File: src/hdl/owhsr_pkg.sv
// ----------------------------------------------------------------------------
// owhsr_pkg
// Shared types and constants for the single-wire humidity sensor receiver.
// ----------------------------------------------------------------------------
`default_nettype none

package owhsr_pkg;

   // Input word opcodes
   localparam logic OP_EDGE    = 1'b0;
   localparam logic OP_TIMEOUT = 1'b1;

   // Sensor model codes (code 3 is treated as auto-detect)
   localparam logic [1:0] MODEL_AUTO  = 2'd0;
   localparam logic [1:0] MODEL_DHT11 = 2'd1;
   localparam logic [1:0] MODEL_WIDE  = 2'd2;

   // Register indexes (word addresses on the CSR port)
   localparam logic [1:0] REG_SENSOR_MODEL = 2'd0;
   localparam logic [1:0] REG_FRAME_GAP    = 2'd1;
   localparam logic [1:0] REG_ONE_BIT      = 2'd2;

   // Register reset values
   localparam logic [1:0]  SENSOR_MODEL_RESET = MODEL_DHT11;
   localparam logic [31:0] FRAME_GAP_RESET    = 32'd300000;
   localparam logic [31:0] ONE_BIT_RESET      = 32'd100000;

   localparam int CSR_ADDR_WIDTH = 4;
   localparam int FRAME_BITS     = 40;

   // Range limits, all in tenths except the whole-unit DHT11 limits
   localparam logic [7:0]  DHT11_TEMP_MAX = 8'd60;
   localparam logic [7:0]  DHT11_HUM_MIN  = 8'd10;
   localparam logic [7:0]  DHT11_HUM_MAX  = 8'd90;
   localparam logic [15:0] WIDE_HUM_MAX   = 16'd1100;
   localparam logic [14:0] WIDE_TEMP_POS  = 15'd1350;
   localparam logic [14:0] WIDE_TEMP_NEG  = 15'd500;

   typedef enum logic [1:0] {
      STATUS_GOOD     = 2'd0,
      STATUS_CHECKSUM = 2'd1,
      STATUS_RANGE    = 2'd2
   } status_type;

   typedef struct packed {
      status_type         status;
      logic signed [15:0] temperature;
      logic [15:0]        humidity;
   } result_type;

endpackage : owhsr_pkg

`default_nettype wire

File: src/hdl/owhsr_decode.sv
// ----------------------------------------------------------------------------
// owhsr_decode
// Frame decoder: checksum, DHT11 / wide-format / auto-detect rules and
// range checks on one 40-bit frame.
// ----------------------------------------------------------------------------
`default_nettype none

module owhsr_decode (
   input  wire logic [owhsr_pkg::FRAME_BITS-1:0] frame_bits,
   input  wire logic [1:0]                       sensor_model,
   output owhsr_pkg::result_type                 result
);

   logic [7:0]  b0, b1, b2, b3, b4;
   logic [7:0]  sum;
   logic        sum_ok;

   logic               dht11_ok;
   logic signed [15:0] dht11_temp;
   logic [15:0]        dht11_hum;

   logic               wide_ok;
   logic [14:0]        wide_mag;
   logic signed [15:0] wide_temp;
   logic [15:0]        wide_hum;

   logic               use_wide;
   logic               frame_ok;

   assign b0 = frame_bits[7:0];
   assign b1 = frame_bits[15:8];
   assign b2 = frame_bits[23:16];
   assign b3 = frame_bits[31:24];
   assign b4 = frame_bits[39:32];

   assign sum    = 8'(b1 + b2 + b3 + b4);
   assign sum_ok = (sum == b0);

   // DHT11: whole units in b2 / b4, fractional bytes must be zero
   assign dht11_temp = 16'(16'(b2) * 16'd10);
   assign dht11_hum  = 16'(16'(b4) * 16'd10);
   assign dht11_ok   = (b1 == 8'd0) && (b3 == 8'd0)
                       && (b2 <= owhsr_pkg::DHT11_TEMP_MAX)
                       && (b4 >= owhsr_pkg::DHT11_HUM_MIN)
                       && (b4 <= owhsr_pkg::DHT11_HUM_MAX);

   // Wide format: sign-magnitude temperature, a negative zero reads as zero
   assign wide_mag  = {b2[6:0], b1};
   assign wide_hum  = {b4, b3};
   assign wide_temp = b2[7] ? 16'(16'd0 - {1'b0, wide_mag}) : 16'({1'b0, wide_mag});
   assign wide_ok   = (wide_hum <= owhsr_pkg::WIDE_HUM_MAX)
                      && (b2[7] ? (wide_mag <= owhsr_pkg::WIDE_TEMP_NEG)
                                : (wide_mag <= owhsr_pkg::WIDE_TEMP_POS));

   always_comb begin
      case (sensor_model)
         owhsr_pkg::MODEL_DHT11: begin
            use_wide = 1'b0;
            frame_ok = dht11_ok;
         end
         owhsr_pkg::MODEL_WIDE: begin
            use_wide = 1'b1;
            frame_ok = wide_ok;
         end
         default: begin
            // auto-detect: wide first, then fall back to DHT11
            use_wide = wide_ok;
            frame_ok = wide_ok || dht11_ok;
         end
      endcase
   end

   always_comb begin
      result.temperature = '0;
      result.humidity    = '0;
      if (!sum_ok) begin
         result.status = owhsr_pkg::STATUS_CHECKSUM;
      end else if (!frame_ok) begin
         result.status = owhsr_pkg::STATUS_RANGE;
      end else begin
         result.status      = owhsr_pkg::STATUS_GOOD;
         result.temperature = use_wide ? wide_temp : dht11_temp;
         result.humidity    = use_wide ? wide_hum : dht11_hum;
      end
   end

endmodule : owhsr_decode

`default_nettype wire

File: src/hdl/one_wire_humidity_sensor_receiver.sv
// ----------------------------------------------------------------------------
// one_wire_humidity_sensor_receiver
// Collects bits from rising-edge timestamps of a single-wire humidity and
// temperature sensor and decodes a frame on each line timeout.
// ----------------------------------------------------------------------------
//
//   channel   direction   handshake           word
//   req_      in          req_valid/stall     op, edge_time
//   rsp_      out         rsp_valid/stall     status, temperature, humidity
//   csr_      in/out      APB, pready = 1     sensor_model, frame gap, one bit
//
// One word is taken per cycle while req_stall is low. Edge words update the bit
// register in the accept cycle and give no result; a timeout word passes the
// frame register, then the result register, before its result appears.
// Synchronous reset clears control state and loads register defaults.
// req_stall rises only while a decoded frame waits behind a stalled result.
// ----------------------------------------------------------------------------
`default_nettype none

module one_wire_humidity_sensor_receiver (
   input  wire logic                                 clock,
   input  wire logic                                 reset,

   input  wire logic                                 req_valid,
   output      logic                                 req_stall,
   input  wire logic                                 req_op,
   input  wire logic [63:0]                          req_edge_time,

   output      logic                                 rsp_valid,
   input  wire logic                                 rsp_stall,
   output      logic [1:0]                           rsp_status,
   output      logic signed [15:0]                   rsp_temperature_tenths,
   output      logic [15:0]                          rsp_humidity_tenths,

   input  wire logic                                 csr_psel,
   input  wire logic                                 csr_penable,
   input  wire logic                                 csr_pwrite,
   input  wire logic [owhsr_pkg::CSR_ADDR_WIDTH-1:0] csr_paddr,
   input  wire logic [31:0]                          csr_pwdata,
   output      logic [31:0]                          csr_prdata,
   output      logic                                 csr_pready
);

   // CSR registers
   logic [1:0]  sensor_model_ff, sensor_model_in;
   logic [31:0] frame_gap_ff, frame_gap_in;
   logic [31:0] one_bit_ff, one_bit_in;
   logic        csr_write;
   logic [1:0]  csr_index;

   // Receive state
   logic [owhsr_pkg::FRAME_BITS-1:0] bits_ff, bits_in;
   logic [63:0]                      prev_edge_ff, prev_edge_in;
   logic [63:0]                      gap;

   // Frame stage
   logic                             dec_valid_ff, dec_valid_in;
   logic [owhsr_pkg::FRAME_BITS-1:0] dec_bits_ff, dec_bits_in;
   owhsr_pkg::result_type            dec_result;

   // Result stage
   logic                  rsp_valid_ff, rsp_valid_in;
   owhsr_pkg::result_type rsp_word_ff, rsp_word_in;

   logic req_accept;
   logic out_en;
   logic is_timeout;

   // ---------------- configuration port ----------------
   assign csr_pready = 1'b1;
   assign csr_index  = csr_paddr[3:2];
   assign csr_write  = csr_psel && csr_penable && csr_pwrite && csr_pready;

   always_comb begin
      sensor_model_in = sensor_model_ff;
      frame_gap_in    = frame_gap_ff;
      one_bit_in      = one_bit_ff;
      if (csr_write) begin
         case (csr_index)
            owhsr_pkg::REG_SENSOR_MODEL: sensor_model_in = csr_pwdata[1:0];
            owhsr_pkg::REG_FRAME_GAP:    frame_gap_in    = csr_pwdata;
            owhsr_pkg::REG_ONE_BIT:      one_bit_in      = csr_pwdata;
            default: ;
         endcase
      end
   end

   always_comb begin
      case (csr_index)
         owhsr_pkg::REG_SENSOR_MODEL: csr_prdata = {30'd0, sensor_model_ff};
         owhsr_pkg::REG_FRAME_GAP:    csr_prdata = frame_gap_ff;
         owhsr_pkg::REG_ONE_BIT:      csr_prdata = one_bit_ff;
         default:                     csr_prdata = 32'd0;
      endcase
   end

   // ---------------- flow control ----------------
   assign out_en     = !rsp_valid_ff || !rsp_stall;
   assign req_stall  = dec_valid_ff && !out_en;
   assign req_accept = req_valid && !req_stall;
   assign is_timeout = (req_op == owhsr_pkg::OP_TIMEOUT);

   // ---------------- bit collection ----------------
   assign gap = req_edge_time - prev_edge_ff;

   always_comb begin
      bits_in      = bits_ff;
      prev_edge_in = prev_edge_ff;
      if (req_accept) begin
         if (is_timeout) begin
            bits_in = '0;
         end else begin
            prev_edge_in = req_edge_time;
            if (gap > {32'd0, frame_gap_ff}) begin
               bits_in = '0;
            end else begin
               // shift in the new bit, keep the latest 40
               bits_in = {bits_ff[owhsr_pkg::FRAME_BITS-2:0],
                          (gap > {32'd0, one_bit_ff})};
            end
         end
      end
   end

   // ---------------- frame stage ----------------
   always_comb begin
      dec_valid_in = dec_valid_ff;
      dec_bits_in  = dec_bits_ff;
      if (req_accept && is_timeout) begin
         dec_valid_in = 1'b1;
         dec_bits_in  = bits_ff;
      end else if (out_en) begin
         dec_valid_in = 1'b0;
      end
   end

   owhsr_decode u_decode (
      .frame_bits   (dec_bits_ff),
      .sensor_model (sensor_model_ff),
      .result       (dec_result)
   );

   // ---------------- result stage ----------------
   always_comb begin
      rsp_valid_in = rsp_valid_ff;
      rsp_word_in  = rsp_word_ff;
      if (out_en) begin
         rsp_valid_in = dec_valid_ff;
         rsp_word_in  = dec_result;
      end
   end

   assign rsp_valid              = rsp_valid_ff;
   assign rsp_status             = rsp_word_ff.status;
   assign rsp_temperature_tenths = rsp_word_ff.temperature;
   assign rsp_humidity_tenths    = rsp_word_ff.humidity;

   // ---------------- registers ----------------
   always_ff @(posedge clock) begin
      if (reset) begin
         sensor_model_ff <= owhsr_pkg::SENSOR_MODEL_RESET;
         frame_gap_ff    <= owhsr_pkg::FRAME_GAP_RESET;
         one_bit_ff      <= owhsr_pkg::ONE_BIT_RESET;
         bits_ff         <= '0;
         prev_edge_ff    <= '0;
         dec_valid_ff    <= 1'b0;
         rsp_valid_ff    <= 1'b0;
      end else begin
         sensor_model_ff <= sensor_model_in;
         frame_gap_ff    <= frame_gap_in;
         one_bit_ff      <= one_bit_in;
         bits_ff         <= bits_in;
         prev_edge_ff    <= prev_edge_in;
         dec_valid_ff    <= dec_valid_in;
         rsp_valid_ff    <= rsp_valid_in;
      end
   end

   always_ff @(posedge clock) begin
      dec_bits_ff <= dec_bits_in;
      rsp_word_ff <= rsp_word_in;
   end

   // ---------------- assertions ----------------
   a_timeout_clears_bits: assert property (@(posedge clock) disable iff (reset)
      (req_accept && is_timeout) |=> (bits_ff == '0))
      else $error("bit register not cleared after timeout");

   a_edge_updates_time: assert property (@(posedge clock) disable iff (reset)
      (req_accept && !is_timeout) |=> (prev_edge_ff == $past(req_edge_time)))
      else $error("previous edge time not updated");

   a_not_good_is_zero: assert property (@(posedge clock) disable iff (reset)
      (rsp_valid_ff && (rsp_word_ff.status != owhsr_pkg::STATUS_GOOD))
         |-> (rsp_word_ff.temperature == 16'sd0 && rsp_word_ff.humidity == 16'd0))
      else $error("values reported on a bad frame");

   a_stall_only_when_full: assert property (@(posedge clock) disable iff (reset)
      req_stall |-> (dec_valid_ff && rsp_valid_ff))
      else $error("input stalled with room in the pipeline");

   a_timeout_reaches_stage: assert property (@(posedge clock) disable iff (reset)
      (req_accept && is_timeout) |=> dec_valid_ff)
      else $error("accepted timeout lost before decode");

endmodule : one_wire_humidity_sensor_receiver

`default_nettype wire
File: config.mk
export PLATFORM = sky130hd
export DESIGN_NAME = one_wire_humidity_sensor_receiver
export DESIGN_NICKNAME = d
export VERILOG_FILES = /design/src/hdl/owhsr_pkg.sv /design/src/hdl/owhsr_decode.sv /design/src/hdl/one_wire_humidity_sensor_receiver.sv
export SDC_FILE = /design/constraint.sdc
export NUM_CORES = 1
export LEC_CHECK = 0
export BUFFER_PORTS_ARGS = -buffer_cell sky130_fd_sc_hd__buf_2
export CAP_MARGIN = 40
export CORE_MARGIN = 5
export CORE_UTILIZATION = 30
export DETAILED_ROUTE_END_ITERATION = 12
export SYNTH_ARGS = -nofsm -noshare
export SYNTH_HDL_FRONTEND = slang
export SYNTH_SLANG_ARGS = --single-unit
File: constraint.sdc
create_clock -name clock -period 6 [get_ports clock]
set_clock_uncertainty 0.05 [all_clocks]
set_input_delay 0.6 -clock clock [delete_from_list [all_inputs] [get_ports clock]]
set_output_delay 0.6 -clock clock [all_outputs]
set_load 0.03 [all_outputs]
==> results by group <==
Setup path
  – Max incr delay on CP: 0.54 ns
  – Critical path data required time: 6.45 ns
  – Cells on worst reg2reg path: 22
  – Critical-path cell with the highest stage delay: or4_4
  – Critical path peak fanout: 40
  – CP Launch Type: flop
  – Worst setup EP type: flop
  – Crit path cell chain: ha_1 -> inv_1 -> fa_1 -> a211oi_2 -> o21ai_2 -> a31oi_1 -> o21bai_1 -> a21oi_1 -> xnor2_1 -> ha_1 -> nand4_1 -> buf_4 -> a21oi_1 -> a2111oi_0 -> o211ai_1 -> nand3_1 -> o2111ai_1 -> or4_1 -> or4_4 -> nor4_4 -> buf_12 -> a22o_1
  – Worst Path Buf+Inv: 3
  – CP Class: reg -> reg
  – Crit-path leading delay family: compound AO/OA/AOI/OAI gates
  – FF-to-FF Start: prev_edge_ff[0]$_SDFFE_PP0P_
  – Arrival @ worst endpoint: 6.09 ns
  – Reg-to-Reg End: bits_ff[33]$_SDFFE_PP0P_
  – Reg-to-reg setup timing slack: between 0.3 and 0.4 ns

Synth
  – Synth top area cells: dfxtp_1 20%, edfxtp_1 13%, ha_1 12%
  – Count leader, synth: nand2_1
  – Synth Area in Compound Gates: 0.222
  – Largest family of logic cells by synthesized area: compound AO/OA/AOI/OAI gates
  – Register area share after synthesis: 0.333
  – Syn_area_per_cell: 8.27 sq um
  – Post-synthesis mux area share: 0.0120
  – Share of flip-flops with an asynchronous set or reset: 0
  – Adder-cell share of the synthesized area: 0.138
  – Post-Synth Simple-Gate Area: 0.187
  – Ys Warns: 0
  – Most used DFF post-synth: dfxtp_1
  – Distinct cells, synth: 82
  – Post-synth EDFFs: 74
  – Most frequent cells after synthesis: 334 x nand2_1, 251 x a21oi_1, 172 x dfxtp_1, 161 x ha_1, 158 x inv_1
  – Largest area contributor in the netlist: dfxtp_1
  – Mapped Area: ~17000 sq um
  – Syn Inst Count: 2060
  – XOR/XNOR Fraction of Synth Area: 0.0432
  – Syn nets: 2346
  – Post-synth top area share: 0.202
  – Synthesis-stage register bit count: around 250

Place
  – Port-buffer cells: 173
  – Detailed placement HPWL: 40.4 mm
  – Final GP Congestion: 0.921

GRT
  – Total gr overflow: 0
  – Global-route wire length before repair: 82.1 mm
  – Vias in the first global route: about 15000
  – GRT Total Usage: 0.165
  – Largest net degree at the start of global routing: 69
  – Initial antenna violation count: 3

Clocking
  – Clock Tree Buf Depth: 3
  – # H-tree levels: 1
  – Hold Buf Count CTS: 0
  – Worst-path clk slew: ~0.060 ns
  – Clk_lat worst skew: ~0.6 ns
  – Root Driver: clkbuf_16
  – CTS tree: yes
  – TritonCTS Buffers: 29
  – Clock sinks: 246

Hold path
  – Hold Path Cell Cnt: 2
  – Worst Hold End: frame_gap_ff[5]$_SDFFE_PP1P_
  – Min-delay src: csr_pwdata[5]
  – HP Class: in -> reg

Timing
  – Max Fclk: 177 MHz
  – Fin crit share: 0.941
  – Relative slew slack: 0.453
  – Slew Viols, Final: 0
  – Worst-Margin Slew: 0.819 ns
  – RSZ-0062 raised after global routing: false
  – Post-route setup TNS: 0 ns
  – Final hold viol count: 0
  – Final setup viols: 0
  – Fin crit period: 5.64 ns

Routing
  – Via density: 5.08
  – Pre-antenna DRT Iters: 7
  – DR WL/cell: 17.5 um
  – Post-DRT Antenna Nets: 0
  – Overall routed net length: approximately 52 mm
  – # DRC: 0
  – Via Count: 15200
  – Initial drt markers: just over 800

Layout
  – Filler instances: 5890
  – Seq. cell area: between 5000 and 6000 sq um
  – Fraction of layout cells with a size suffix above 1: 0.150
  – Area growth from synthesis to layout: 16.8%
  – Area of the multi-input gates: between 10000 and 15000 sq um
  – Nets@finish: about 2500

Run
  – Max-Cap Viols: 0

Run status
  – Status: complete, no violations

Power
  – PnR Total Power: ~0.0049 W
  – Power per Cell Area: 249 nW/um^2
  – P_leak: 8.04 nW
  – Max VDD drop: 0.210 mV

Floorplan
  – Initial Util: 0.303
  – CORE AREA: 56300 sq um
  – Die Width: between 200 and 250 um
  – # IOs: 177
  – Die Height: 248 um
  – DIE AREA: 61600 sq um
  – # rows: 87
what timing repair did:
| action | CTS | global route |
|---|---|---|
| resized for setup | 0 | 0 |
| setup buffers | 0 | 1 |
| setup endpoints to repair | 0 | 40 |
final cells by class:
cell class | count | area share
multi-input combinational | 1549 | 0.519
tap | 756 | 0.0476
clock buffer | 35 | 0.0406
inverter | 158 | 0.0298
sequential | 246 | 0.285
clock inverter | 19 | 0.0111
timing repair buffer | 233 | 0.0672
antenna | 2 | 0.000252
power by group:
group / switching (W) / internal (W)
registers: 0.0000405 / 0.00175
logic: 0.000762 / 0.000490
clock network: 0.000767 / 0.00114
total: 0.00157 / 0.00338
per-layer routing:
layer | GRT usage | share of wire | vias up | routed length (um)
li1 | - | - | 7610 | -
met1 | 0.217 | 0.45 | 7197 | 23400
met2 | 0.281 | 0.48 | 328 | 24900
met3 | 0.0230 | 0.046 | 80 | 2410
met4 | 0.0501 | 0.032 | 2 | 1680
met5 | 0 | 0.00013 | - | 7
cells in the final DEF (no fill, tap or decap), drive strengths merged, types with 14 or more instances in the layout:
| cell type | count |
|---|---|
| a211o | 17 |
| a211oi | 21 |
| a21o | 32 |
| a21oi | 259 |
| a22o | 71 |
| and3 | 47 |
| buf | 233 |
| clkbuf | 35 |
| dfxtp | 172 |
| edfxtp | 74 |
| fa | 17 |
| ha | 161 |
| inv | 164 |
| mux2i | 17 |
| nand2 | 337 |
| nand2b | 15 |
| nand3 | 27 |
| nand4 | 47 |
| nor2 | 106 |
| nor2b | 14 |
| nor3 | 27 |
| nor4 | 16 |
| o21ai | 85 |
| xnor2 | 48 |
| xor2 | 36 |
worst max path at each step:
stage | slack (ns) | from | endpoint | cells past startpoint
after floorplan | 0.91 | req_edge_time[0] | bits_ff[39]$_SDFFE_PP0P_ | 22
after global placement | -0.03 | req_edge_time[4] | bits_ff[39]$_SDFFE_PP0P_ | 24
after detailed placement | -0.08 | req_edge_time[10] | bits_ff[33]$_SDFFE_PP0P_ | 26
after CTS | 0.25 | prev_edge_ff[4]$_SDFFE_PP0P_ | bits_ff[33]$_SDFFE_PP0P_ | 26
after global routing | 0.006 | prev_edge_ff[4]$_SDFFE_PP0P_ | bits_ff[33]$_SDFFE_PP0P_ | 26
final | 0.36 | prev_edge_ff[0]$_SDFFE_PP0P_ | bits_ff[33]$_SDFFE_PP0P_ | 22
kinds of logic after synthesis:
family                     after synthesis
xor gates and xnor gates                84
adders and majority gates              178
muxes                                   20
AOI/OAI and AO/OA                      583
and+or+nand+nor                        682
other                                    2
DFF                                    246
buffers and inverters                  265
metrics by stage:
| step | utilization | worst slack (ns) | hold WS [ns] | cells | instance area [sq um] |
|---|---|---|---|---|---|
| detailed placement | 0.335 | -0.0756 | 0.370 | 2941 | 18800 |
| floorplan | - | 0.908 | 0.359 | 2060 | 17000 |
| finish | 0.353 | 0.355 | 0.186 | 2998 | 19900 |
| global placement | 0.334 | -0.0288 | 0.373 | 2938 | 18800 |
| global route | 0.353 | 0.00635 | 0.179 | 2998 | 19900 |
| CTS | 0.353 | 0.245 | 0.155 | 2995 | 19900 |
registers in the layout (all words and copies together), names as in the netlist:
name,flops
rsp_status,2
frame_gap_ff,32
sensor_model_ff,2
dec_bits_ff,40
one_bit_ff,32
dec_valid_ff,1
bits_ff,40
rsp_humidity_tenths,16
prev_edge_ff,64
rsp_temperature_tenths,16
rsp_valid,1
Note: power is estimated with default switching activity, not from simulation.
